### src/hdl/fenwick_range_sum_point_add_assert.svh
// ----------------------------------------------------------------------------
// Fenwick range sum assertion macros
// Shorthand for the concurrent checks used in the controller and datapath.
// ----------------------------------------------------------------------------
`ifndef FENWICK_RANGE_SUM_POINT_ADD_ASSERT_SVH
`define FENWICK_RANGE_SUM_POINT_ADD_ASSERT_SVH

// Same-cycle implication, disabled while reset is high.
`define FRSPA_ASSERT_IMP(lbl, clk, rst, ante, cons) \
   lbl: assert property (@(posedge clk) disable iff (rst) (ante) |-> (cons)) \
      else $error("%m: same-cycle check failed");

// Next-cycle implication, disabled while reset is high.
`define FRSPA_ASSERT_NEXT(lbl, clk, rst, ante, cons) \
   lbl: assert property (@(posedge clk) disable iff (rst) (ante) |=> (cons)) \
      else $error("%m: next-cycle check failed");

`endif

### src/hdl/frspa_pkg.sv
// ----------------------------------------------------------------------------
// Fenwick range sum package
// Field widths, command and read codes, and the controller/datapath structs.
// ----------------------------------------------------------------------------
package frspa_pkg;

   localparam int IDX_W  = 11;
   localparam int DATA_W = 64;

   localparam logic CMD_ADD = 1'b0;
   localparam logic CMD_SUM = 1'b1;

   // Kind of a tree walk step and of the memory read it issues.
   localparam logic [1:0] RD_ADD   = 2'd0;
   localparam logic [1:0] RD_PLUS  = 2'd1;
   localparam logic [1:0] RD_MINUS = 2'd2;

   typedef struct packed {
      logic       clear_en;
      logic       load_req;
      logic       walk_en;
      logic [1:0] walk_kind;
      logic       load_lo;
      logic       respond;
   } dp_cmd_type;

   typedef struct packed {
      logic clear_done;
      logic walk_active;
      logic is_sum;
      logic first_ok;
      logic last_ok;
   } dp_status_type;

endpackage

### src/hdl/frspa_ctrl.sv
// ----------------------------------------------------------------------------
// Fenwick range sum controller
// Sequences the clearing pass, the tree walks and the response strobe.
// ----------------------------------------------------------------------------
`include "fenwick_range_sum_point_add_assert.svh"

module frspa_ctrl (
   input  logic                    clock,
   input  logic                    reset,
   input  logic                    start,
   output logic                    busy,
   input  frspa_pkg::dp_status_type status,
   output frspa_pkg::dp_cmd_type    cmd
);
   import frspa_pkg::*;

   localparam logic [2:0] S_CLEAR  = 3'd0;
   localparam logic [2:0] S_IDLE   = 3'd1;
   localparam logic [2:0] S_DECODE = 3'd2;
   localparam logic [2:0] S_ADD    = 3'd3;
   localparam logic [2:0] S_SUM_HI = 3'd4;
   localparam logic [2:0] S_SUM_LO = 3'd5;
   localparam logic [2:0] S_FINISH = 3'd6;

   logic [2:0] state_ff;
   logic [2:0] state_in;

   assign busy = (state_ff != S_IDLE);

   always_comb begin
      cmd      = '0;
      state_in = state_ff;
      case (state_ff)
         S_CLEAR: begin
            cmd.clear_en = 1'b1;
            if (status.clear_done) begin
               state_in = S_IDLE;
            end
         end
         S_IDLE: begin
            if (start) begin
               cmd.load_req = 1'b1;
               state_in     = S_DECODE;
            end
         end
         S_DECODE: begin
            if (!status.is_sum) begin
               state_in = status.first_ok ? S_ADD : S_IDLE;
            end else if (status.first_ok && status.last_ok) begin
               state_in = S_SUM_HI;
            end else begin
               cmd.respond = 1'b1;
               state_in    = S_IDLE;
            end
         end
         S_ADD: begin
            cmd.walk_en   = 1'b1;
            cmd.walk_kind = RD_ADD;
            if (!status.walk_active) begin
               state_in = S_IDLE;
            end
         end
         S_SUM_HI: begin
            if (status.walk_active) begin
               cmd.walk_en   = 1'b1;
               cmd.walk_kind = RD_PLUS;
            end else begin
               cmd.load_lo = 1'b1;
               state_in    = S_SUM_LO;
            end
         end
         S_SUM_LO: begin
            if (status.walk_active) begin
               cmd.walk_en   = 1'b1;
               cmd.walk_kind = RD_MINUS;
            end else begin
               state_in = S_FINISH;
            end
         end
         S_FINISH: begin
            cmd.respond = 1'b1;
            state_in    = S_IDLE;
         end
         default: begin
            state_in = S_IDLE;
         end
      endcase
   end

   always_ff @(posedge clock) begin
      if (reset) begin
         state_ff <= S_CLEAR;
      end else begin
         state_ff <= state_in;
      end
   end

   `FRSPA_ASSERT_IMP(a_clear_quiet, clock, reset, state_ff == S_CLEAR, !cmd.respond && !cmd.walk_en)
   `FRSPA_ASSERT_NEXT(a_accept_decode, clock, reset, start && !busy, state_ff == S_DECODE)
   `FRSPA_ASSERT_NEXT(a_respond_idle, clock, reset, cmd.respond, state_ff == S_IDLE)

endmodule

### config.mk
export PLATFORM = sky130hd
export DESIGN_NAME = frspa_ctrl
export DESIGN_NICKNAME = d
export VERILOG_FILES = /design/src/hdl/frspa_pkg.sv /design/src/hdl/frspa_ctrl.sv
export VERILOG_INCLUDE_DIRS = /design/src /design/src/hdl
export SDC_FILE = /design/constraint.sdc
export NUM_CORES = 1
export LEC_CHECK = 0
export BUFFER_PORTS_ARGS = -buffer_cell sky130_fd_sc_hd__buf_2
export CORE_AREA = 2 2 39 41
export CTS_BUF_LIST = sky130_fd_sc_hd__clkbuf_16
export DETAILED_ROUTE_END_ITERATION = 16
export DIE_AREA = 0 0 41 43
export PLACE_DENSITY = 0.45
export SETUP_SLACK_MARGIN = 0.05
export SLEW_MARGIN = 10
export SYNTH_ARGS = -nofsm -noshare
export SYNTH_HDL_FRONTEND = slang
export SYNTH_SLANG_ARGS = --single-unit
### constraint.sdc
create_clock -name clock -period 2.41 [get_ports clock]
set_input_delay 0.6025 -clock clock [delete_from_list [all_inputs] [get_ports clock]]
set_output_delay 0.6025 -clock clock [all_outputs]
set_load 0.01 [all_outputs]
### After elaboration in Yosys (flattened, before gate mapping)

Index checks and enable logic that the tools add are counted.

* logic and storage cells: 36
* output and inout bits: 8
* bits in registers: 3

* reduce and logical (&&, ||, !) cells: 3
* mux-type cells: 20
* equal/unequal tests: 12

Operators with widths (count)
* $mux 3: 9
* $pmux 3 s6: 1
* $ne 2x2->1 const B: 5
* $eq 3x3->1 const B: 3
* $pmux 3 s3: 1
* $mux 1: 7
* $eq 3x2->1 const B: 2
* $reduce_and 5->1: 1
* $eq 3x1->1 const B: 1
* $logic_not 3->1: 1
* $ne 3x1->1 const B: 1
* $mux 2: 1
* $pmux 1 s2: 1
* $logic_and 1x1->1: 1

### Depth between registers and ports, before layout

Gate-level depths: netlist of the first run.

* word-level depth: 4
* depth in mapped cells: 5
* depth with buffers taken out: 4

### Worst setup path before layout of the first run

Ideal clock, no wire load.

* path kind: input to output
* start: input status[1] (netlist name)
* end: output cmd[0] (netlist name)
* stages: 3
* data arrival time: 963 ps
* buffers on the path: 0
* setup slack: 844 ps
* cells stage by stage: nand2_1 -> a21oi_1 -> nor3_1

RTL lines
* from (decl): line frspa_ctrl.sv:12 `input frspa_pkg::dp_status_type status,`
* to (decl): line frspa_ctrl.sv:13 `output frspa_pkg::dp_cmd_type cmd`

==> results.yml, run 1 <==
global_route:
  antenna_found_initial: 0
  grt-ovfl-total: 0
  grt_max_degree: 12
  groute.usage.overall_pct: 9.94
  grt_pass1_wl_um: 1040
  grt_pass1_vias: 257
sta:
  slew_viol_final: 0
  finalHoldViolCount: 0
  skew_ns: 0.00414
  whs_ns: 0.569
  tightest_slew_ns: 0.396
  setup_tns_ns: 0
  setup_viol: 0
  maxSlewHeadroom_pct: 73.6
  fin_crit_sh_pct: 75.9
  fin_crit_ns: 1.83
  fmax_mhz: 547
  rsz0062_at_grt: "no"
logic_synthesis:
  syn_nets: 46
  synth_commonest_cells: "nand2_1 (5), nor2_1 (4)"
  ys.flop_type: "dfxtp_1"
  syn_avg_cell_area_um2: 7.01
  yosys-top-cells-area: "dfxtp_1 (23%), nand2_1 (7.0%), a21oi_1 (5.6%)"
  yosysTopAreaCell: "dfxtp_1"
  synth_top_family_by_area: "simple AND/OR/NAND/NOR gates"
  synth-adder-area-share_pct: 0
  synth-simple-area-share_pct: 46.0
  yosysWarningCount: 0
  postSynthCellCount: 38
  synth_xor_area_share_pct: 0
  ys_seq_area_share_pct: 22.5
  synth_compound_area_share_pct: 15.0
  synth_cell_types: 21
  synthArstFlopShare_pct: 0
  synth_edf_count: 0
  yosysMostFrequentCell: "nand2_1"
  netlist_area_um2: 267
  synth_top_area_share_pct: 22.5
  muxShareOfSynthArea_pct: 3.76
  ys_ff_latch: 3
clock_network:
  clock_path_buffers: 2
  cts_buffers: 3
  cts_resized: 0
  clkSlewWorstSetupHoldPaths_ns: 0.03
  insertion_delay_ns: 0.23
  htree_levels: 1
  post-cts-setup-buffers: 0
  cts_root_buf: "clkbuf_16"
  cts_tree: "yes"
  cts_sinks: 3
  ctsHoldBuffers: 0
critical_path:
  crit_chain: "nand2_1 > nor3b_1 > buf_2"
  worst_path_max_delay_cell: "dfxtp_1"
  path_delay_family: "flip-flops"
  critical-path-max-stage-delay_ns: 0.47
  required_ns: 1.81
  crit_fanout: 8
  crit_type: "flip-flop to primary output"
  worstPathArrival_ns: 1.23
  worstSetupStartpointType: "flip-flop"
  end_kind: "primary output"
  worst-path-buf-inv: 1
floorplan:
  chipWidth_um: 41
  die_h_um: 43
  dieArea_mm2: 0.00176
  placementRows: 14
  core_area_mm2: 0.00138
  ios: 16
  initial_core_util_pct: 19.3
final_layout:
  diodes: 0
  area.sequential_um2: 60.1
  layout.nets: 64
  top_regs: "state_ff (3)"
  drive_gt1_share_pct: 38.2
  multi_input_area_um2: 173
  largest_reg_flops: 3
  syn2layout_area_growth_pct: 58.2
  fin_cells: 71
  regMostFlops: "state_ff"
  nFillCells: 159
placed_design:
  port_buffers: 15
  place_inst: 67
  routabilityCongestion: 0.736
  dpl.hpwl_um: 515
drt:
  drc: 0
  ant_nets: 0
  first_pass_iters: 4
  drt_iter0_markers: 9
  vias: 314
  viasPerCell: 4.42
  wl_per_cell_um: 10.0
  wl_um: 713
run_status:
  status: "finished clean"
power_and_ir_drop:
  p_leak_nw: 0.216
  p_total_w: 0.000477
  p_per_area_mw_per_mm2: 1130
  ir_drop_mv: 0.480
run:
  max_cap_violations: 0
min_path:
  min_path_type: "input pin to flip-flop"
==> cell families (layout without fill, tap and decap cells) <==
group	count (synthesis)	after routing
DFF	3	3
muxes	1	1
buffers and inverters	6	23
AOI/OAI and AO/OA	6	6
and+or+nand+nor	22	22
==> cell usage in the layout, fill, tap and decap left out <==
master / n
clkbuf_16: 3
a31oi_1: 1
a41o_1: 1
and2b_2: 1
and4b_1: 1
nand3_1: 3
nor3_1: 3
nand2b_1: 1
nor3b_2: 1
nand4_1: 1
nand2_1: 5
nand3b_1: 1
inv_2: 1
inv_1: 4
nor3b_1: 1
nor2_1: 4
dfxtp_1: 3
buf_2: 15
o31a_1: 1
a21oi_1: 3
mux2i_1: 1
==> per-layer routing <==
layer / global-route usage, % / part of all wire, % / vias up
li1: - / - / 169
met1: 12.2 / 49 / 130
met3: 4.71 / 7.7 / 2
met4: 14.0 / 3.1 / 0
met2: 9.69 / 40 / 13
met5: 0 / 0 / -
==> area by class of cell <==
type / instances / area share [%]
multi-input cells: 29 / 40.9
clock buffers: 3 / 17.8
repair buffers: 15 / 17.8
flip-flops and latches: 3 / 14.2
well taps: 16 / 4.75
inverters: 4 / 3.56
clock inverters: 1 / 0.890
==> through the flow <==
stage	cell area [µm²]	util, %	setup slack, ns
after global routing	422	30.5	0.470
final	422	30.5	0.582
after CTS	422	30.5	0.559
after global placement	343	24.8	0.663
after detailed placement	343	24.8	0.659
after floorplan	267	-	0.844
==> final timing paths <==
check / start / end / slack (ns) / cells after the start
min: reset / state_ff[2]$_SDFFE_PP0P_ / 0.57 / 2
max reg2reg: state_ff[0]$_SDFFE_PP0P_ / state_ff[1]$_SDFFE_PP0P_ / 1.13 / 4
min reg2reg: state_ff[2]$_SDFFE_PP0P_ / state_ff[2]$_SDFFE_PP0P_ / 0.67 / 2
max: state_ff[2]$_SDFFE_PP0P_ / cmd[2] / 0.58 / 3
==> worst register-to-register path, stage by stage (launching register included) <==
cell and delay, ns:
dfxtp_1 0.55, nand2_1 0.13, o31a_1 0.29, nand3_1 0.07, and4b_1 0.19
==> where the power goes <==
group	switching, W	internal [W]
clock	0.0000452	0.000214
sequential	0.0000310	0.0000622
combinational	0.0000620	0.0000623
total	0.000138	0.000338
Note: power is estimated with default switching activity, not from simulation.
==> run 2, diff against run 1 <==
==> constraint.sdc (replaced) <==
create_clock -name clock -period 1.8 [get_ports clock]
set_input_delay 0.45 -clock clock [delete_from_list [all_inputs] [get_ports clock]]
set_output_delay 0.45 -clock clock [all_outputs]
set_load 0.01 [all_outputs]
==> results.yml, run 2 (synthesis results as in run 1) <==
floorplan:
  die_h_um: 43
  core_area_mm2: 0.00138
  chipWidth_um: 41
  ios: 16
  placementRows: 14
  dieArea_mm2: 0.00176
  initial_core_util_pct: 19.3
placed_design:
  routabilityCongestion: 0.739
  dpl.hpwl_um: 521
  port_buffers: 15
  place_inst: 67
critical_path:
  crit_path_start: "state_ff[1]$_SDFFE_PP0P_"
  worstSetupStartpointType: "flip-flop"
  r2r_cells: 4
  endpoint: "cmd[2]"
  rr_startpoint: "state_ff[0]$_SDFFE_PP0P_"
  crit_type: "flip-flop to primary output"
  crit_fanout: 7
  reg2reg_to: "state_ff[1]$_SDFFE_PP0P_"
  end_kind: "primary output"
  required_ns: 1.35
  reg2reg_setup_slack_ns: 0.54
  worstPathArrival_ns: 1.14
sta:
  fmax_mhz: 627
  setup_tns_ns: 0
  rsz0062_at_grt: "no"
  fin_crit_ns: 1.59
  setup_viol: 0
  skew_ns: 0.00357
  slew_viol_final: 0
  fin_crit_sh_pct: 88.6
  finalHoldViolCount: 0
  maxSlewHeadroom_pct: 74.3
  tightest_slew_ns: 0.385
drt:
  drc: 0
  vias: 322
  wl_per_cell_um: 10.0
  viasPerCell: 4.54
  first_pass_iters: 4
  wl_um: 710
  drt_iter0_markers: 5
  ant_nets: 0
final_layout:
  nFillCells: 156
  syn2layout_area_growth_pct: 58.7
  final_common_cell: "buf_2"
  top_regs: "state_ff (3)"
  largest_reg_flops: 3
  layout.nets: 64
  regMostFlops: "state_ff"
  final_cell_mix: "buf_2 (15), nand2_1 (5), inv_1 (4), nor2_1 (4)"
  fin_cells: 71
  drive_gt1_share_pct: 40.0
  diodes: 0
power_and_ir_drop:
  p_int_w: 0.000453
  sw_frac_of_total_pct: 29.0
  ir_drop_mv: 0.651
  p_total_w: 0.000638
  p_leak_nw: 0.216
  p_per_area_mw_per_mm2: 1510
  seq_power_share_pct: 19.4
  p_comb_share_pct: 26.3
  p_switching_w: 0.000185
  p_clk_share_pct: 54.4
clock_network:
  htree_levels: 1
  post-cts-setup-buffers: 0
  cts_resized: 0
  cts_sinks: 3
  cts_buffers: 3
  clkSlewWorstSetupHoldPaths_ns: 0.03
  ctsHoldBuffers: 0
  cts_root_buf: "clkbuf_16"
  insertion_delay_ns: 0.23
  cts_tree: "yes"
  clock_path_buffers: 2
global_route:
  antenna_found_initial: 0
  grt_pass1_vias: 250
  grt_max_degree: 12
  grt_pass1_wl_um: 1110
  groute.usage.overall_pct: 10.6
  grt-ovfl-total: 0
run_status:
  status: "finished clean"
run:
  max_cap_violations: 0
min_path:
  min_path_type: "input pin to flip-flop"
==> run 2: cell types whose count changed in the layout (fill, tap and decap cells not counted) <==
| cell | previous run | this run |
|---|---|---|
| dfxtp_1 | 3 | 2 |
| dfxtp_2 | 0 | 1 |
==> run 2: worst max-delay path, cell delays in order, from the launching register on <==
cell and delay [ns]:
dfxtp_1 0.36, inv_2 0.11, nand2_1 0.10, nor3b_1 0.20, buf_2 0.16
==> run 2: worst min-delay path by stage <==
stage | startpoint | end | slack [ns] | cells past startpoint
3_5_place_dp | state_ff[2]$_SDFFE_PP0P_ | state_ff[2]$_SDFFE_PP0P_ | 0.65 | 2
3_3_place_gp | state_ff[2]$_SDFFE_PP0P_ | state_ff[2]$_SDFFE_PP0P_ | 0.63 | 2
5_1_grt | reset | state_ff[2]$_SDFFE_PP0P_ | 0.43 | 2
4_1_cts | reset | state_ff[2]$_SDFFE_PP0P_ | 0.42 | 2
6_report | reset | state_ff[2]$_SDFFE_PP0P_ | 0.42 | 2
2_1_floorplan | reset | state_ff[2]$_SDFFE_PP0P_ | 0.52 | 1
==> run 2: power by group through the flow <==
| stage | combinational, W | clock (W) | sequential [W] |
|---|---|---|---|
| 5_1_grt | 0.000185 | 0.000359 | 0.000130 |
| 6_report | 0.000168 | 0.000347 | 0.000124 |
| 4_1_cts | 0.000170 | 0.000353 | 0.000123 |
| 2_1_floorplan | 0.000153 | 0 | 0.0000968 |
| 3_3_place_gp | 0.000172 | 0 | 0.000126 |
| 3_5_place_dp | 0.000170 | 0 | 0.000124 |
==> run 2: layer usage <==
layer / wire length [µm] / track usage, % / part of all wire (%) / vias to the layer above
li1: - / - / - / 166
met1: 321 / 13.8 / 45 / 137
met2: 277 / 9.38 / 39 / 15
met3: 79 / 6.28 / 11 / 4
met4: 32 / 14.0 / 4.5 / 0
met5: 0 / 0 / 0 / -
==> run 2: area by class of cell <==
| type | count | area [µm²] | share of cell area [%] |
|---|---|---|---|
| clock buffers | 3 | 75.1 | 17.8 |
| clock inverters | 1 | 3.75 | 0.888 |
| inverters | 4 | 15.0 | 3.55 |
| multi-input cells | 29 | 173 | 40.8 |
| flip-flops and latches | 3 | 61.3 | 14.5 |
| well taps | 16 | 20.0 | 4.73 |
| repair buffers | 15 | 75.1 | 17.8 |
==> run 2: per-stage QoR <==
step | util (%) | area, µm² | hold WS [ns] | worst slack [ns]
floorplan | - | 267 | 0.519 | 0.500
global placement | 24.8 | 343 | 0.627 | 0.358
detailed placement | 24.8 | 343 | 0.647 | 0.383
CTS | 30.5 | 422 | 0.417 | 0.147
global route | 30.6 | 423 | 0.430 | 0.0930
finish | 30.6 | 423 | 0.419 | 0.205
==> run 3, diff against run 2 <==
--- a/config.mk
+++ b/config.mk
@@ -6,12 +6,14 @@
 export SDC_FILE = /design/constraint.sdc
 export NUM_CORES = 1
 export LEC_CHECK = 0
+export ABC_AREA = 1
 export BUFFER_PORTS_ARGS = -buffer_cell sky130_fd_sc_hd__buf_2
+export CAP_MARGIN = 25
 export CORE_AREA = 2 2 39 41
 export CTS_BUF_LIST = sky130_fd_sc_hd__clkbuf_16
 export DETAILED_ROUTE_END_ITERATION = 16
 export DIE_AREA = 0 0 41 43
-export PLACE_DENSITY = 0.45
+export PLACE_DENSITY = 0.49
 export SETUP_SLACK_MARGIN = 0.05
 export SLEW_MARGIN = 10
 export SYNTH_ARGS = -nofsm -noshare
==> constraint.sdc (replaced) <==
create_clock -name clock -period 1.8 [get_ports clock]
set_input_delay 0.09 -clock clock [delete_from_list [all_inputs] [get_ports clock]]
set_output_delay 0.09 -clock clock [all_outputs]
set_load 0.01 [all_outputs]
==> results.yml, run 3 <==
critical_path:
  reg2reg_setup_slack_ns: 0.59
  rr_startpoint: "state_ff[0]$_SDFFE_PP0P_"
  worstSetupStartpointType: "flip-flop"
  crit_type: "flip-flop to primary output"
  end_kind: "primary output"
  crit_fanout: 9
  reg2reg_to: "state_ff[1]$_SDFFE_PP0P_"
  worstPathArrival_ns: 1.39
  r2r_cells: 6
  required_ns: 1.71
sta:
  fin_crit_ns: 1.48
  skew_ns: 0.00342
  fin_crit_sh_pct: 82.4
  fin_ws_ns: 0.317
  setup_tns_ns: 0
  rsz0062_at_grt: "no"
  setup_viol: 0
  whs_ns: 0.0620
  maxSlewHeadroom_pct: 75.3
  finalHoldViolCount: 0
  tightest_slew_ns: 0.371
  fmax_mhz: 674
  slew_viol_final: 0
floorplan:
  dieArea_mm2: 0.00176
  chipWidth_um: 41
  ios: 16
  core_area_mm2: 0.00138
  die_h_um: 43
  placementRows: 14
  initial_core_util_pct: 23.1
logic_synthesis:
  synthArstFlopShare_pct: 0
  syn_nets: 62
  synth_compound_area_share_pct: 6.67
  synth_commonest_cells: "nor2_1 (12), nand2_1 (8), inv_1 (7), nand3_1 (4), nor2_2 (4)"
  muxShareOfSynthArea_pct: 0
  yosysTopAreaCell: "dfxtp_1"
  ys_ff_latch: 3
  syn_avg_cell_area_um2: 5.91
  ys.flop_type: "dfxtp_1"
  synth_xor_area_share_pct: 0
  netlist_area_um2: 319
  yosysWarningCount: 0
  synth-adder-area-share_pct: 0
  synth-simple-area-share_pct: 59.2
  yosys-top-cells-area: "dfxtp_1 (19%), nor2_1 (14%), nand3_2 (9.4%)"
  synth_top_family_by_area: "simple AND/OR/NAND/NOR gates"
  yosysMostFrequentCell: "nor2_1"
  synth_cell_types: 16
  ys_seq_area_share_pct: 18.8
  synth_edf_count: 0
  synth_top_area_share_pct: 18.8
  postSynthCellCount: 54
placed_design:
  place_inst: 84
  pre_cts_ws_ns: 0.540
  routabilityCongestion: 0.755
  dpl.hpwl_um: 603
  port_buffers: 15
power_and_ir_drop:
  p_per_area_mw_per_mm2: 1210
  ir_drop_mv: 0.984
  p_leak_nw: 0.265
global_route:
  antenna_found_initial: 0
  grt_max_degree: 10
  grt-ovfl-total: 0
  grt_pass1_wl_um: 1360
  groute.usage.overall_pct: 11.3
  grt_pass1_vias: 339
drt:
  first_pass_iters: 4
  ant_nets: 0
  drt_iter0_markers: 2
  drc: 0
  wl_um: 779
  viasPerCell: 4.17
  vias: 367
  wl_per_cell_um: 8.85
clock_network:
  post-cts-setup-buffers: 0
  cts_root_buf: "clkbuf_16"
  cts_tree: "yes"
  cts_resized: 0
  htree_levels: 1
  ctsHoldBuffers: 0
  clock_path_buffers: 2
  cts_sinks: 3
  insertion_delay_ns: 0.22
  clkSlewWorstSetupHoldPaths_ns: 0.03
  cts_buffers: 3
final_layout:
  nFillCells: 168
  drive_gt1_share_pct: 43.1
  fin_cells: 88
  multi_input_area_um2: 210
  largest_reg_flops: 3
  area.sequential_um2: 60.1
  syn2layout_area_growth_pct: 51.0
  final_cell_mix: "buf_2 (15), nor2_1 (12), nand2_1 (8), inv_1 (8)"
  top_regs: "state_ff (3)"
  final_common_cell: "buf_2"
  diodes: 0
  regMostFlops: "state_ff"
  layout.nets: 81
min_path:
  min_path_cells: 2
  min_path_type: "input pin to flip-flop"
  hold_path_end: "state_ff[1]$_SDFFE_PP0P_"
  min-delay-start: "reset"
run:
  max_cap_violations: 0
run_status:
  status: "finished clean"
-- run 3: layer usage --
layer  track usage (%)  share of wire [%]  vias to the layer above
li1                  -                  -                      201
met1              14.4                 50                      155
met2              15.6                 43                       11
met3              6.28                7.6                        0
met4              4.00                  0                        0
met5                 0                  0                        -
-- run 3: layout make-up --
cell class | instances | share of cell area [%]
Multi-Input combinational cell | 40 | 43.6
Clock buffer | 3 | 15.6
Timing Repair Buffer | 15 | 15.6
Sequential cell | 3 | 12.5
Inverter | 10 | 7.79
Tap cell | 16 | 4.16
Clock inverter | 1 | 0.779
-- run 3: worst max-delay path, stage by stage, from the launching register on --
cell and delay [ns]:
dfxtp_1 0.53, inv_1 0.07, nor2_1 0.17, inv_1 0.08, nor3_1 0.16, buf_2 0.17
-- run 3: how the worst max path moves through the flow --
stage	start	end	slack, ns	depth (start not counted)
finish	state_ff[0]$_SDFFE_PP0P_	cmd[3]	0.32	5
global route	state_ff[0]$_SDFFE_PP0P_	cmd[3]	0.20	5
CTS	state_ff[0]$_SDFFE_PP0P_	cmd[3]	0.31	5
detailed placement	state_ff[0]$_SDFFE_PP0P_	cmd[3]	0.54	5
global placement	state_ff[0]$_SDFFE_PP0P_	cmd[3]	0.53	5
floorplan	state_ff[1]$_SDFFE_PP0P_	state_ff[0]$_SDFFE_PP0P_	0.78	7
-- run 3: logic make-up after synthesis --
kind of cell / count (synthesis)
compound gates: 3
buf+inv: 11
flops: 3
simple gates: 37
-- run 3: metrics by stage --
step | cell area (µm²) | utilization (%) | total power, W
global route | 482 | 34.8 | 0.000624
global placement | 403 | 29.1 | 0.000245
CTS | 482 | 34.8 | 0.000593
floorplan | 319 | - | 0.000210
finish | 482 | 34.8 | 0.000583
detailed placement | 403 | 29.1 | 0.000244
-- run 3: power by group --
group,switching (W),internal (W),leakage (nW)
Clock,0.0000551,0.000286,0.0423
Combinational,0.0000820,0.0000585,0.198
Sequential,0.0000251,0.0000765,0.0246
